===== src/rtl/sfd_pkg.sv =====
// Shared types and constants of the SBUS frame decoder with mode gate.
`timescale 1ns / 1ps

package sfd_pkg;

  localparam int unsigned NUM_CH = 9;
  localparam int unsigned STORE_DEPTH = 24;
  localparam int unsigned LAST_POS = 24;

  localparam logic [7:0] START_BYTE = 8'h0F;
  localparam logic [7:0] END_BYTE_0 = 8'h00;
  localparam logic [7:0] END_BYTE_1 = 8'h04;
  localparam logic [7:0] END_BYTE_2 = 8'h14;
  localparam logic [7:0] END_BYTE_3 = 8'h24;
  localparam logic [7:0] END_BYTE_4 = 8'h34;

  localparam logic [10:0] RAW_MIN = 11'd172;
  localparam logic [20:0] SCALE = 21'd1000;
  localparam logic [21:0] RECIP = 22'd2620481;
  localparam logic [11:0] MAP_BASE = 12'd1000;
  localparam logic [11:0] CH_LO = 12'd800;
  localparam logic [11:0] CH_HI = 12'd2200;
  localparam logic [11:0] SEL_LO = 12'd1000;
  localparam logic [11:0] SEL_HI = 12'd2000;
  localparam logic [11:0] INV_BASE = 12'd3000;
  localparam logic [3:0] SEL_INDEX = 4'd8;

  localparam logic [3:0] PICK_ORDER [NUM_CH] = '{
    4'd2, 4'd0, 4'd4, 4'd5, 4'd10, 4'd11, 4'd6, 4'd7, 4'd8
  };

  localparam logic [2:0] CFG_EMERGENCY = 3'd0;
  localparam logic [2:0] CFG_AUTONOMOUS = 3'd1;
  localparam logic [2:0] CFG_RELAY_LOW = 3'd2;
  localparam logic [2:0] CFG_RELAY_HIGH = 3'd3;
  localparam logic [2:0] CFG_NEUTRAL = 3'd4;
  localparam logic [2:0] CFG_INVERT = 3'd5;

  typedef enum logic [2:0] {
    MODE_MANUAL     = 3'd0,
    MODE_EMERGENCY  = 3'd1,
    MODE_AUTO_NO_HB = 3'd2,
    MODE_AUTONOMOUS = 3'd3,
    MODE_AUTO_TMO   = 3'd4,
    MODE_RELAY      = 3'd5
  } mode_e;

  typedef struct packed {
    logic [11:0] estop_limit;
    logic [11:0] auto_limit;
    logic [11:0] relay_low;
    logic [11:0] relay_high;
    logic [11:0] neutral_value;
    logic [7:0]  invert_mask;
  } cfg_t;

  typedef struct packed {
    logic [NUM_CH-1:0][10:0] raw;
    logic                    link_drop;
    logic                    failsafe;
    logic                    heartbeat_alive;
    logic                    command_fresh;
    logic [15:0]             auto_throttle;
    logic [15:0]             auto_steering;
  } desc_t;

endpackage


===== src/rtl/sfd_front.sv =====
// Front end: frame sync, byte store and raw channel extraction.
`timescale 1ns / 1ps

module sfd_front (
  input  logic               clk_i,
  input  logic               rst_ni,
  input  logic               accept_i,
  input  logic [7:0]         rx_byte_i,
  input  logic               gap_reset_i,
  input  logic               heartbeat_alive_i,
  input  logic               command_fresh_i,
  input  logic [15:0]        auto_throttle_i,
  input  logic [15:0]        auto_steering_i,
  output logic               push_o,
  output sfd_pkg::desc_t     desc_o
);

  logic [4:0] pos_q, pos_d;
  logic [4:0] pos_eff;
  logic       take;
  logic       end_ok;
  logic [7:0] store_q [sfd_pkg::STORE_DEPTH];
  logic [8*(sfd_pkg::STORE_DEPTH-1)-1:0] stream;

  always_comb begin
    if (gap_reset_i || (pos_q >= 5'(sfd_pkg::LAST_POS + 1))) begin
      pos_eff = '0;
    end else begin
      pos_eff = pos_q;
    end
    take = accept_i && ((pos_eff != '0) || (rx_byte_i == sfd_pkg::START_BYTE));
    end_ok = (rx_byte_i == sfd_pkg::END_BYTE_0) || (rx_byte_i == sfd_pkg::END_BYTE_1) ||
             (rx_byte_i == sfd_pkg::END_BYTE_2) || (rx_byte_i == sfd_pkg::END_BYTE_3) ||
             (rx_byte_i == sfd_pkg::END_BYTE_4);
    pos_d = pos_q;
    if (accept_i) begin
      if (!take || (pos_eff == 5'(sfd_pkg::LAST_POS))) begin
        pos_d = '0;
      end else begin
        pos_d = pos_eff + 5'd1;
      end
    end
    push_o = take && (pos_eff == 5'(sfd_pkg::LAST_POS)) && end_ok;
  end

  always_ff @(posedge clk_i or negedge rst_ni) begin
    if (!rst_ni) begin
      pos_q <= '0;
    end else begin
      pos_q <= pos_d;
    end
  end

  always_ff @(posedge clk_i) begin
    if (take && (pos_eff < 5'(sfd_pkg::STORE_DEPTH))) begin
      store_q[pos_eff] <= rx_byte_i;
    end
  end

  always_comb begin
    for (int j = 0; j < sfd_pkg::STORE_DEPTH - 1; j++) begin
      stream[8*j +: 8] = store_q[j+1];
    end
    for (int i = 0; i < sfd_pkg::NUM_CH; i++) begin
      desc_o.raw[i] = stream[11*int'(sfd_pkg::PICK_ORDER[i]) +: 11];
    end
    desc_o.link_drop       = store_q[sfd_pkg::STORE_DEPTH-1][2];
    desc_o.failsafe        = store_q[sfd_pkg::STORE_DEPTH-1][3];
    desc_o.heartbeat_alive = heartbeat_alive_i;
    desc_o.command_fresh   = command_fresh_i;
    desc_o.auto_throttle   = auto_throttle_i;
    desc_o.auto_steering   = auto_steering_i;
  end

endmodule


===== src/rtl/sfd_queue.sv =====
// Two-entry queue of decoded frames between the front and back ends.
`timescale 1ns / 1ps

module sfd_queue (
  input  logic           clk_i,
  input  logic           rst_ni,
  input  logic           push_i,
  input  sfd_pkg::desc_t din_i,
  input  logic           pop_i,
  output sfd_pkg::desc_t dout_o,
  output logic           valid_o,
  output logic           full_o
);

  sfd_pkg::desc_t mem_q [2];
  logic [1:0] cnt_q, cnt_d;
  logic       wr_q, rd_q;
  logic       do_push, do_pop;

  always_comb begin
    do_push = push_i && (cnt_q != 2'd2);
    do_pop  = pop_i && (cnt_q != 2'd0);
    cnt_d   = cnt_q + 2'(do_push) - 2'(do_pop);
    valid_o = (cnt_q != 2'd0);
    full_o  = (cnt_q == 2'd2);
    dout_o  = mem_q[rd_q];
  end

  always_ff @(posedge clk_i or negedge rst_ni) begin
    if (!rst_ni) begin
      cnt_q <= '0;
      wr_q  <= 1'b0;
      rd_q  <= 1'b0;
    end else begin
      cnt_q <= cnt_d;
      if (do_push) begin
        wr_q <= ~wr_q;
      end
      if (do_pop) begin
        rd_q <= ~rd_q;
      end
    end
  end

  always_ff @(posedge clk_i) begin
    if (do_push) begin
      mem_q[wr_q] <= din_i;
    end
  end

endmodule


===== src/rtl/sfd_back.sv =====
// Back end: channel mapping pipeline, mode decision and result output.
`timescale 1ns / 1ps

module sfd_back (
  input  logic           clk_i,
  input  logic           rst_ni,
  input  sfd_pkg::cfg_t  cfg_i,
  input  sfd_pkg::desc_t head_i,
  input  logic           head_valid_i,
  output logic           pop_o,
  output logic           out_valid_o,
  input  logic           out_stall_i,
  output logic [3:0]     channel_index_o,
  output logic [11:0]    channel_value_o,
  output logic           last_o,
  output logic [2:0]     mode_o,
  output logic [15:0]    gated_throttle_o,
  output logic [15:0]    gated_steering_o,
  output logic           link_drop_o,
  output logic           failsafe_o
);

  typedef enum logic [3:0] {
    ST_IDLE   = 4'b0001,
    ST_CALC   = 4'b0010,
    ST_DECIDE = 4'b0100,
    ST_EMIT   = 4'b1000
  } state_e;

  state_e state_q, state_d;
  logic [3:0]  iss_q, iss_d;
  logic [3:0]  emit_q, emit_d;
  logic        issue;
  logic [10:0] raw;
  logic        neg;
  logic [10:0] mag;

  logic        p1_vld_q, p1_neg_q;
  logic [3:0]  p1_idx_q;
  logic [20:0] p1_n_q;
  logic        p2_vld_q, p2_neg_q;
  logic [3:0]  p2_idx_q;
  logic [10:0] p2_quo_q;
  logic [42:0] prod;
  logic [11:0] base, clamped, final_v;

  logic [11:0] val_q [sfd_pkg::NUM_CH];
  sfd_pkg::mode_e mode_q, mode_d;
  logic [15:0] gt_q, gt_d, gs_q, gs_d;

  logic        load;
  logic        ov_q;
  logic [3:0]  idx_q;
  logic [11:0] value_q;
  logic        last_q;
  logic [2:0]  omode_q;
  logic [15:0] ogt_q, ogs_q;
  logic        olost_q, ofs_q;

  always_comb begin
    raw   = head_i.raw[iss_q];
    neg   = raw < sfd_pkg::RAW_MIN;
    mag   = neg ? (sfd_pkg::RAW_MIN - raw) : (raw - sfd_pkg::RAW_MIN);
    prod  = 43'(p1_n_q) * 43'(sfd_pkg::RECIP);
    base  = p2_neg_q ? (sfd_pkg::MAP_BASE - 12'(p2_quo_q))
                     : (sfd_pkg::MAP_BASE + 12'(p2_quo_q));
    if (p2_idx_q == sfd_pkg::SEL_INDEX) begin
      if (base < sfd_pkg::SEL_LO) begin
        clamped = sfd_pkg::SEL_LO;
      end else if (base > sfd_pkg::SEL_HI) begin
        clamped = sfd_pkg::SEL_HI;
      end else begin
        clamped = base;
      end
      final_v = clamped;
    end else begin
      if (base < sfd_pkg::CH_LO) begin
        clamped = sfd_pkg::CH_LO;
      end else if (base > sfd_pkg::CH_HI) begin
        clamped = sfd_pkg::CH_HI;
      end else begin
        clamped = base;
      end
      final_v = cfg_i.invert_mask[p2_idx_q[2:0]] ? (sfd_pkg::INV_BASE - clamped) : clamped;
    end
  end

  always_comb begin
    state_d = state_q;
    iss_d   = iss_q;
    emit_d  = emit_q;
    issue   = 1'b0;
    load    = 1'b0;
    pop_o   = 1'b0;
    mode_d  = mode_q;
    gt_d    = gt_q;
    gs_d    = gs_q;
    unique case (state_q)
      ST_IDLE: begin
        if (head_valid_i) begin
          iss_d   = '0;
          state_d = ST_CALC;
        end
      end
      ST_CALC: begin
        if (iss_q != 4'(sfd_pkg::NUM_CH)) begin
          issue = 1'b1;
          iss_d = iss_q + 4'd1;
        end else if (!p1_vld_q && !p2_vld_q) begin
          state_d = ST_DECIDE;
        end
      end
      ST_DECIDE: begin
        if (val_q[2] < cfg_i.estop_limit) begin
          mode_d = sfd_pkg::MODE_EMERGENCY;
          gt_d   = 16'(cfg_i.neutral_value);
          gs_d   = 16'(cfg_i.neutral_value);
        end else if (val_q[3] > cfg_i.auto_limit) begin
          if (!head_i.heartbeat_alive) begin
            mode_d = sfd_pkg::MODE_AUTO_NO_HB;
            gt_d   = 16'(cfg_i.neutral_value);
            gs_d   = 16'(cfg_i.neutral_value);
          end else if (head_i.command_fresh) begin
            mode_d = sfd_pkg::MODE_AUTONOMOUS;
            gt_d   = head_i.auto_throttle;
            gs_d   = head_i.auto_steering;
          end else begin
            mode_d = sfd_pkg::MODE_AUTO_TMO;
            gt_d   = 16'(cfg_i.neutral_value);
            gs_d   = 16'(cfg_i.neutral_value);
          end
        end else if ((val_q[8] > cfg_i.relay_low) && (val_q[8] <= cfg_i.relay_high)) begin
          mode_d = sfd_pkg::MODE_RELAY;
          gt_d   = 16'(cfg_i.neutral_value);
          gs_d   = 16'(cfg_i.neutral_value);
        end else begin
          mode_d = sfd_pkg::MODE_MANUAL;
          gt_d   = 16'(val_q[0]);
          gs_d   = 16'(val_q[1]);
        end
        emit_d  = '0;
        state_d = ST_EMIT;
      end
      ST_EMIT: begin
        if (!ov_q || !out_stall_i) begin
          load = 1'b1;
          if (emit_q == sfd_pkg::SEL_INDEX) begin
            pop_o   = 1'b1;
            state_d = ST_IDLE;
          end else begin
            emit_d = emit_q + 4'd1;
          end
        end
      end
      default: begin
        state_d = ST_IDLE;
      end
    endcase
  end

  always_ff @(posedge clk_i or negedge rst_ni) begin
    if (!rst_ni) begin
      state_q  <= ST_IDLE;
      iss_q    <= '0;
      emit_q   <= '0;
      p1_vld_q <= 1'b0;
      p2_vld_q <= 1'b0;
      ov_q     <= 1'b0;
    end else begin
      state_q  <= state_d;
      iss_q    <= iss_d;
      emit_q   <= emit_d;
      p1_vld_q <= issue;
      p2_vld_q <= p1_vld_q;
      if (load) begin
        ov_q <= 1'b1;
      end else if (!out_stall_i) begin
        ov_q <= 1'b0;
      end
    end
  end

  always_ff @(posedge clk_i) begin
    p1_neg_q <= neg;
    p1_idx_q <= iss_q;
    p1_n_q   <= 21'(mag) * sfd_pkg::SCALE;
    p2_neg_q <= p1_neg_q;
    p2_idx_q <= p1_idx_q;
    p2_quo_q <= prod[42:32];
    if (p2_vld_q) begin
      val_q[p2_idx_q] <= final_v;
    end
    mode_q <= mode_d;
    gt_q   <= gt_d;
    gs_q   <= gs_d;
    if (load) begin
      idx_q   <= emit_q;
      value_q <= val_q[emit_q];
      last_q  <= (emit_q == sfd_pkg::SEL_INDEX);
      omode_q <= mode_q;
      ogt_q   <= gt_q;
      ogs_q   <= gs_q;
      olost_q <= head_i.link_drop;
      ofs_q   <= head_i.failsafe;
    end
  end

  assign out_valid_o      = ov_q;
  assign channel_index_o  = idx_q;
  assign channel_value_o  = value_q;
  assign last_o           = last_q;
  assign mode_o           = omode_q;
  assign gated_throttle_o = ogt_q;
  assign gated_steering_o = ogs_q;
  assign link_drop_o      = olost_q;
  assign failsafe_o       = ofs_q;

`ifndef NO_ASSERTIONS
  a_calc_has_frame: assert property (@(posedge clk_i) disable iff (!rst_ni)
    (state_q == ST_CALC) |-> head_valid_i)
    else $error("Channel calculation runs without a queued frame.");

  a_pipe_in_calc: assert property (@(posedge clk_i) disable iff (!rst_ni)
    p2_vld_q |-> (state_q == ST_CALC))
    else $error("Mapping pipeline writes back outside the calculation phase.");

  a_index_steps: assert property (@(posedge clk_i) disable iff (!rst_ni)
    (ov_q && !out_stall_i && !last_q) |=> (ov_q && (idx_q == $past(idx_q) + 4'd1)))
    else $error("Result words of a frame are not delivered in index order.");
`endif

endmodule


===== src/rtl/sbus_frame_decoder_mode_gate.sv =====
// Top level of the SBUS frame decoder with mode gate and its register file.
`timescale 1ns / 1ps

// The block accepts one SBUS byte word per clock cycle and holds in_stall_o
// high only while its two-frame queue is full. Each frame with a valid start and end
// byte yields nine result words. The back end picks up a queued frame, issues its
// nine channels into a three-stage mapping pipeline (two multiplier stages and a
// clamp stage), waits until the last channel is written back, makes the mode
// decision and then emits the nine words, pausing while the output stalls.
// Configuration writes are always ready; the invert mask applies to frames whose
// calculation starts afterwards and the other registers to frames decided
// afterwards.
module sbus_frame_decoder_mode_gate (
  input  logic        clk_i,
  input  logic        rst_ni,
  input  logic        in_valid_i,
  output logic        in_stall_o,
  input  logic [7:0]  rx_byte_i,
  input  logic        gap_reset_i,
  input  logic        heartbeat_alive_i,
  input  logic        command_fresh_i,
  input  logic [15:0] auto_throttle_i,
  input  logic [15:0] auto_steering_i,
  output logic        out_valid_o,
  input  logic        out_stall_i,
  output logic [3:0]  channel_index_o,
  output logic [11:0] channel_value_o,
  output logic        last_o,
  output logic [2:0]  mode_o,
  output logic [15:0] gated_throttle_o,
  output logic [15:0] gated_steering_o,
  output logic        link_drop_o,
  output logic        failsafe_o,
  input  logic        cfg_valid_i,
  output logic        cfg_ready_o,
  input  logic [2:0]  cfg_index_i,
  input  logic [11:0] cfg_data_i
);

  sfd_pkg::cfg_t  cfg_q;
  sfd_pkg::desc_t front_desc, head_desc;
  logic front_push, head_valid, queue_full, back_pop, in_accept;

  assign cfg_ready_o = 1'b1;
  assign in_stall_o  = queue_full;
  assign in_accept   = in_valid_i && !queue_full;

  always_ff @(posedge clk_i or negedge rst_ni) begin
    if (!rst_ni) begin
      cfg_q.estop_limit   <= 12'd1700;
      cfg_q.auto_limit    <= 12'd1700;
      cfg_q.relay_low     <= 12'd1250;
      cfg_q.relay_high    <= 12'd1750;
      cfg_q.neutral_value <= 12'd1500;
      cfg_q.invert_mask   <= 8'd206;
    end else if (cfg_valid_i && cfg_ready_o) begin
      unique case (cfg_index_i)
        sfd_pkg::CFG_EMERGENCY:  cfg_q.estop_limit   <= cfg_data_i;
        sfd_pkg::CFG_AUTONOMOUS: cfg_q.auto_limit    <= cfg_data_i;
        sfd_pkg::CFG_RELAY_LOW:  cfg_q.relay_low     <= cfg_data_i;
        sfd_pkg::CFG_RELAY_HIGH: cfg_q.relay_high    <= cfg_data_i;
        sfd_pkg::CFG_NEUTRAL:    cfg_q.neutral_value <= cfg_data_i;
        sfd_pkg::CFG_INVERT:     cfg_q.invert_mask   <= cfg_data_i[7:0];
        default: begin
        end
      endcase
    end
  end

  sfd_front u_front (
    .clk_i             (clk_i),
    .rst_ni            (rst_ni),
    .accept_i          (in_accept),
    .rx_byte_i         (rx_byte_i),
    .gap_reset_i       (gap_reset_i),
    .heartbeat_alive_i (heartbeat_alive_i),
    .command_fresh_i   (command_fresh_i),
    .auto_throttle_i   (auto_throttle_i),
    .auto_steering_i   (auto_steering_i),
    .push_o            (front_push),
    .desc_o            (front_desc)
  );

  sfd_queue u_queue (
    .clk_i   (clk_i),
    .rst_ni  (rst_ni),
    .push_i  (front_push),
    .din_i   (front_desc),
    .pop_i   (back_pop),
    .dout_o  (head_desc),
    .valid_o (head_valid),
    .full_o  (queue_full)
  );

  sfd_back u_back (
    .clk_i            (clk_i),
    .rst_ni           (rst_ni),
    .cfg_i            (cfg_q),
    .head_i           (head_desc),
    .head_valid_i     (head_valid),
    .pop_o            (back_pop),
    .out_valid_o      (out_valid_o),
    .out_stall_i      (out_stall_i),
    .channel_index_o  (channel_index_o),
    .channel_value_o  (channel_value_o),
    .last_o           (last_o),
    .mode_o           (mode_o),
    .gated_throttle_o (gated_throttle_o),
    .gated_steering_o (gated_steering_o),
    .link_drop_o      (link_drop_o),
    .failsafe_o       (failsafe_o)
  );

endmodule


===== config.mk =====
export PLATFORM = sky130hd
export DESIGN_NAME = sbus_frame_decoder_mode_gate
export DESIGN_NICKNAME = d
export VERILOG_FILES = /design/src/rtl/sfd_pkg.sv /design/src/rtl/sfd_front.sv /design/src/rtl/sfd_queue.sv /design/src/rtl/sfd_back.sv /design/src/rtl/sbus_frame_decoder_mode_gate.sv
export SDC_FILE = /design/constraint.sdc
export NUM_CORES = 1
export LEC_CHECK = 0
export ABC_AREA = 1
export ABC_CLOCK_PERIOD_IN_PS = 18900
export BUFFER_PORTS_ARGS = -buffer_cell sky130_fd_sc_hd__buf_4
export CORE_ASPECT_RATIO = 1.25
export CORE_MARGIN = 1
export CORE_UTILIZATION = 51
export CTS_BUF_LIST = sky130_fd_sc_hd__clkbuf_8 sky130_fd_sc_hd__clkbuf_16
export DETAILED_ROUTE_END_ITERATION = 8
export PLACE_DENSITY = 0.67
export SYNTH_ARGS = -nofsm -noshare
export SYNTH_HDL_FRONTEND = slang
export SYNTH_SLANG_ARGS = --single-unit

===== constraint.sdc =====
create_clock -name clk_i -period 18.9 [get_ports clk_i]
set_input_delay 0.945 -clock clk_i [delete_from_list [all_inputs] [get_ports clk_i]]
set_output_delay 0.945 -clock clk_i [all_outputs]
set_load 0.02 [all_outputs]

==> flow_summary.toml, run 1 <==
[outcome]
outcome = "complete, no violations"

[yosys]
synthArstFlopShare_pct = 12.5
ys_ff_latch = 735
synthSimpleGateAreaFrac_pct = 11.7
synth_warnings = 0
synth_nets = 3743
synth_edf_count = 604
synth.cell_area_um2 = 37000
synthDistinctLibCells = 58
synth_compound_area_share_pct = 9.38
seq_area_frac_synth_pct = 57.5
synth_cells = 3312
syn_avg_cell_area_um2 = 11.2
synth-main-ff-cell = "edfxtp_1"
synth_fa_ha_area_share_pct = 15.2
synth_top_family_by_area = "adder cells"
yosys-mux-area-fraction_pct = 0.0541
synthXorXnorAreaFrac_pct = 0.853

[cells_and_area]
area_growth_pct = 12.4
layout_common_cells = "edfxtp_1, nand2_1, inv_1, nor2_1, o21ai_0"
drive_above_1_share_pct = 11.1
final_nets = 3875
n_fill_cell = 5929
final_common_cell = "edfxtp_1"

[floorplanning]
die_x_um = 243
die_area_um2 = 73600
coreArea_um2 = 71800
initial_core_util_pct = 51.5
rows = 110
die_h_um = 303
io_pins = 120

[timing]
rsz0062_at_grt = "no"
finalHoldViolCount = 0
finalSetupTns_ps = 0
setup_viol = 0
slew_headroom_pct = 17.9
period_share_pct = 43.7
maxSlewViolCount = 0
period_needed_ps = 8270
clock-skew-final_ps = 40.3
worst_slew_pin_slew_ps = 1230
fmax_ghz = 0.121

[clocking]
clock_sinks = 735
cts_buffers = 73
cts_resized = 0
ctsHoldBuffers = 0
clk_path_buf_depth = 3
cts_htree_levels = 3
clockRootBuffer = "clkbuf_16"
clkLatencyLatePin_ps = 640
cts_setup_buffers = 0
cts_tree = "built"
clkTransAtPathRegs_ps = 60

[worst_setup_path]
cp_slowest_cell = "buf_4"
crit_fanout = 90
arrival_ps = 8810
crit_cells = 37
reg2reg_depth = 37
cp_num_buf_inv = 7
endpoint = "u_back.p1_n_q[20]$_DFF_P_"
r2r_slack_ps = 10630
critPathKind = "reg -> reg"
cpLargestDelayFamily = "adder cells"
cp-end-kind = "flip-flop"
r2r_end = "u_back.p1_n_q[20]$_DFF_P_"
critPathRequiredTime_ps = 19450
critPathLaunchType = "flip-flop"
cp_slowest_stage_delay_ps = 810
crit_start = "u_queue.rd_q$_DFFE_PN0P_"
reg2reg_from = "u_queue.rd_q$_DFFE_PN0P_"
crit_top_cell = "nand2_1"

[min_path]
hold_class = "reg -> reg"
worstHoldStart = "u_back.p1_idx_q[2]$_DFF_P_"

[route]
postRouteAntennaNets = 0
viasPerCell = 5.48
drt-initial-drc-count = 2071
vias = 24400
first_pass_iters = 5
drt_drc_violations_left = 0
wire_per_inst_um = 19.3
wl_um = 86100

[global_route]
first_global_vias = 24200
overflow = 0
grt_pass1_wl_um = 133000
antenna_found_initial = 1
grt_max_degree = 91
grtUsageTotal_pct = 23.6

[placement]
port_buffers = 118
gp_congestion = 0.892
dpl.hpwl_um = 58400

[job]
maxCapViolCount = 0
==> cell families (layout without fill, tap and decap cells) <==
logic type | after synthesis | in the layout
compound gates | 616 | 616
mux | 2 | 2
other cells | 1 | 2
buf+inv | 494 | 684
xor+xnor | 36 | 36
simple gates | 1060 | 1060
flops | 735 | 735
fa+ha+maj | 368 | 368
==> through the flow <==
stage | hold slack [ps] | util [%] | area, µm² | setup WS (ps) | instances
floorplan | 310 | - | 37000 | 10740 | 3312
global placement | 312 | 54.1 | 38900 | 10850 | 4321
detailed placement | 315 | 54.1 | 38900 | 10690 | 4321
CTS | 310 | 57.8 | 41600 | 10660 | 4454
global route | 316 | 57.8 | 41600 | 9900 | 4455
finish | 303 | 57.8 | 41600 | 10630 | 4455
==> cell usage after synthesis (23+ instances only) <==
cell type	n	area, µm²
nand2_1	557	2090
inv_2	24	90.1
o21ai_1	30	150
xor2_1	30	263
o22ai_1	69	432
dfrtp_1	57	1430
fa_1	134	2680
a21oi_1	133	666
nor2_1	316	1190
edfxtp_1	604	18100
inv_1	369	1390
clkbuf_1	58	218
ha_1	234	2930
nor3_1	23	115
o21ai_0	290	1450
nand3_1	101	505
dfstp_2	35	920
dfxtp_1	39	781
==> sequential cells by signal, indices dropped and copies added, names as in the netlist, 18 cells and up <==
register	cells
u_queue.mem_q	270
cfg_q	68
u_front.store_q	101
u_back.p1_n_q	18
u_back.val_q	144
==> worst min path at each step <==
| stage | cells after the start | end |
|---|---|---|
| floorplan | 0 | u_back.p2_idx_q[0]$_DFF_P_ |
| detailed placement | 0 | u_back.p2_idx_q[0]$_DFF_P_ |
| finish | 0 | u_back.p2_idx_q[2]$_DFF_P_ |
| CTS | 0 | u_back.p2_idx_q[2]$_DFF_P_ |
| global route | 0 | u_back.p2_idx_q[2]$_DFF_P_ |
| global placement | 0 | u_back.p2_idx_q[1]$_DFF_P_ |
==> metal layers <==
metal / part of all wire (%) / GRT usage, %
met2: 50 / 42.0
met4: 3.9 / 9.90
met1: 40 / 29.2
met3: 5.3 / 2.96
met5: 0 / 0
==> final cells by class <==
cell class | count | area, µm² | share of cell area, %
antenna | 1 | 2.50 | 0.00602
clock buffer | 75 | 1870 | 4.49
clock inverter | 58 | 797 | 1.92
inverter | 396 | 1490 | 3.58
multi-input combinational | 2083 | 13800 | 33.2
sequential | 735 | 21300 | 51.2
tap | 952 | 1190 | 2.87
timing repair buffer | 155 | 1160 | 2.80
Power of run 1 is not shown: default switching activity piles up to over one toggle a cycle in this logic, so the estimate is an artifact.
==> run 2: changes to the inputs <==
- ABC_AREA: 1 -> 0
- ABC_CLOCK_PERIOD_IN_PS: 18900 -> 8430
- PLACE_DENSITY: 0.67 -> 0.68
- clock period: 18.9 -> 8.43 ns (I/O delays scaled with it)
==> flow_summary.toml, run 2 <==
[timing]
finalSetupTns_ps = 0
fmax_ghz = 0.132
period_share_pct = 90.1
worst_slew_pin_slew_ps = 1360
clock-skew-final_ps = 39.6
finalHoldViolCount = 0
setup_viol = 0
maxSlewViolCount = 0
slew_headroom_pct = 9.30
rsz0062_at_grt = "no"
period_needed_ps = 7590

[cells_and_area]
n_fill_cell = 5198
area_growth_pct = 13.9
largest_reg_flops = 270
final_common_cell = "edfxtp_1"
largest-register = "u_queue.mem_q"
final_nets = 3033
instances_no_fill = 3597
drive_above_1_share_pct = 17.6
top_regs = "u_queue.mem_q (270), u_back.val_q (144), u_front.store_q (101)"
diodes = 0
layout_common_cells = "edfxtp_1, inv_1, ha_1, buf_4, fa_1"
stdcell_area_um2 = 40900

[yosys]
yosys-mux-area-fraction_pct = 8.59
synth.cell_area_um2 = 35900
synth_nets = 2839
yosysTopAreaCellShare_pct = 50.5
synth-main-ff-cell = "edfxtp_1"
synthXorXnorAreaFrac_pct = 1.17
synth_fa_ha_area_share_pct = 15.6
synth_cells = 2408
synth.area.top_cells = "edfxtp_1, ha_1, fa_1"
synth.most_common_cell = "edfxtp_1"
synthDistinctLibCells = 89
synth_top_area_cell = "edfxtp_1"
synth_top_family_by_area = "adder cells"
synth_warnings = 0
synthArstFlopShare_pct = 12.5
syn_avg_cell_area_um2 = 14.9
synth_edf_count = 604
synth_compound_area_share_pct = 6.87
ys_ff_latch = 735
synthSimpleGateAreaFrac_pct = 5.00
seq_area_frac_synth_pct = 59.2
synthTopCellsByCount = "edfxtp_1, inv_1, ha_1"

[route]
first_pass_iters = 5
drt-initial-drc-count = 1264
wl_um = 78600
postRouteAntennaNets = 0
vias = 20400
wire_per_inst_um = 21.8
viasPerCell = 5.66
drt_drc_violations_left = 0

[clocking]
clkLatencyLatePin_ps = 640
clkTransAtPathRegs_ps = 60
cts_htree_levels = 3
clk_path_buf_depth = 3
cts_resized = 0
cts_buffers = 73
clockRootBuffer = "clkbuf_16"
cts_tree = "built"
clock_sinks = 735

[floorplanning]
io_pins = 120
initial_core_util_pct = 51.6
rows = 108
die_h_um = 299
coreArea_um2 = 69600
die_x_um = 239
die_area_um2 = 71500

[global_route]
antenna_found_initial = 0
grt_pass1_wl_um = 122000
first_global_vias = 21500
grt_max_degree = 70
grtUsageTotal_pct = 22.7
overflow = 0

[placement]
placed_area_um2 = 38000
port_buffers = 118
dpl.hpwl_um = 55700
place_inst = 3426
gp_congestion = 0.910

[worst_setup_path]
r2r_slack_ps = 840
arrival_ps = 8130
reg2reg_depth = 25
critPathKind = "reg -> reg"
r2r_end = "u_back.p1_n_q[20]$_DFF_P_"
critPathLaunchType = "flip-flop"
crit_fanout = 25
cp-end-kind = "flip-flop"
critPathRequiredTime_ps = 8970
reg2reg_from = "u_queue.rd_q$_DFFE_PN0P_"

[min_path]
hold_class = "in -> reg"
whs_path_depth = 3
hold_end = "u_back.out_valid_o$_DFFE_PN0P_"
worstHoldStart = "out_stall_i"

[job]
maxCapViolCount = 0

[outcome]
outcome = "complete, no violations"
==> run 2: worst max-delay path by stage <==
| stage | depth (start not counted) | slack (ps) | endpoint | startpoint |
|---|---|---|---|---|
| after floorplan | 8 | 1660 | u_queue.mem_q[0][0]$_DFFE_PP_ | u_front.pos_q[2]$_DFFE_PN0P_ |
| after global placement | 25 | 850 | u_back.p1_n_q[20]$_DFF_P_ | u_queue.rd_q$_DFFE_PN0P_ |
| after detailed placement | 25 | 680 | u_back.p1_n_q[20]$_DFF_P_ | u_queue.rd_q$_DFFE_PN0P_ |
| after CTS | 25 | 580 | u_back.p1_n_q[20]$_DFF_P_ | u_queue.rd_q$_DFFE_PN0P_ |
| after global routing | 25 | 180 | u_back.p1_n_q[20]$_DFF_P_ | u_queue.rd_q$_DFFE_PN0P_ |
| final | 25 | 840 | u_back.p1_n_q[20]$_DFF_P_ | u_queue.rd_q$_DFFE_PN0P_ |
==> run 2: worst max-delay path: stages, from the launching register on <==
cell and delay [ps]:
dfrtp_4 640, buf_4 430, nor2b_1 400, a22oi_1 160, a311o_1 450, o21bai_1 240, a21boi_2 320, o21bai_4 150
or2_4 270, a21oi_2 190, xor2_1 470, ha_1 340, fa_1 490, inv_1 60, fa_1 470, fa_1 510
inv_1 40, ha_1 330, a21oi_1 220, o21bai_1 90, a21oi_1 220, inv_1 60, a21oi_1 250, o211ai_1 160
a2111o_1 380, o211ai_1 100
==> run 2: routing by layer <==
metal | share of wire [%] | track usage [%] | vias up
li1 | - | - | 9291
met2 | 54 | 41.7 | 545
met4 | 3.3 | 8.47 | 0
met1 | 39 | 27.1 | 10400
met5 | 0 | 0 | -
met3 | 3.9 | 2.60 | 132
==> run 2: repair_timing <==
action,in CTS,in global routing
hold buffers,35,0
setup buffers,0,1
hold endpoints to repair,83,0
setup endpoints to repair,0,1
==> run 2: kinds of logic after synthesis <==
kind of cell / Yosys count
buffers and inverters: 325
other: 1
adder cells (fa/ha/maj): 368
multiplexers: 203
AO/OA/AOI/OAI: 355
flip-flops: 735
XOR/XNOR: 48
AND/OR/NAND/NOR: 373
==> run 2: metrics by stage <==
stage / utilization (%) / hold slack (ps) / worst slack, ps
floorplan: - / 126 / 1660
global placement: 54.6 / 315 / 846
detailed placement: 54.6 / 313 / 679
CTS: 58.8 / 32.2 / 584
global route: 58.8 / 80.4 / 184
finish: 58.8 / 57.9 / 836
==> run 2: layout make-up <==
cell class	instances	area [µm²]	share of cell area, %
clock inverter	52	562	1.37
timing repair buffer	190	1540	3.76
clock buffer	83	1990	4.86
inverter	254	953	2.33
tap	935	1170	2.86
sequential	735	21300	52.0
multi-input combinational	1348	13400	32.8
Power of run 2 is left out for the same reason.
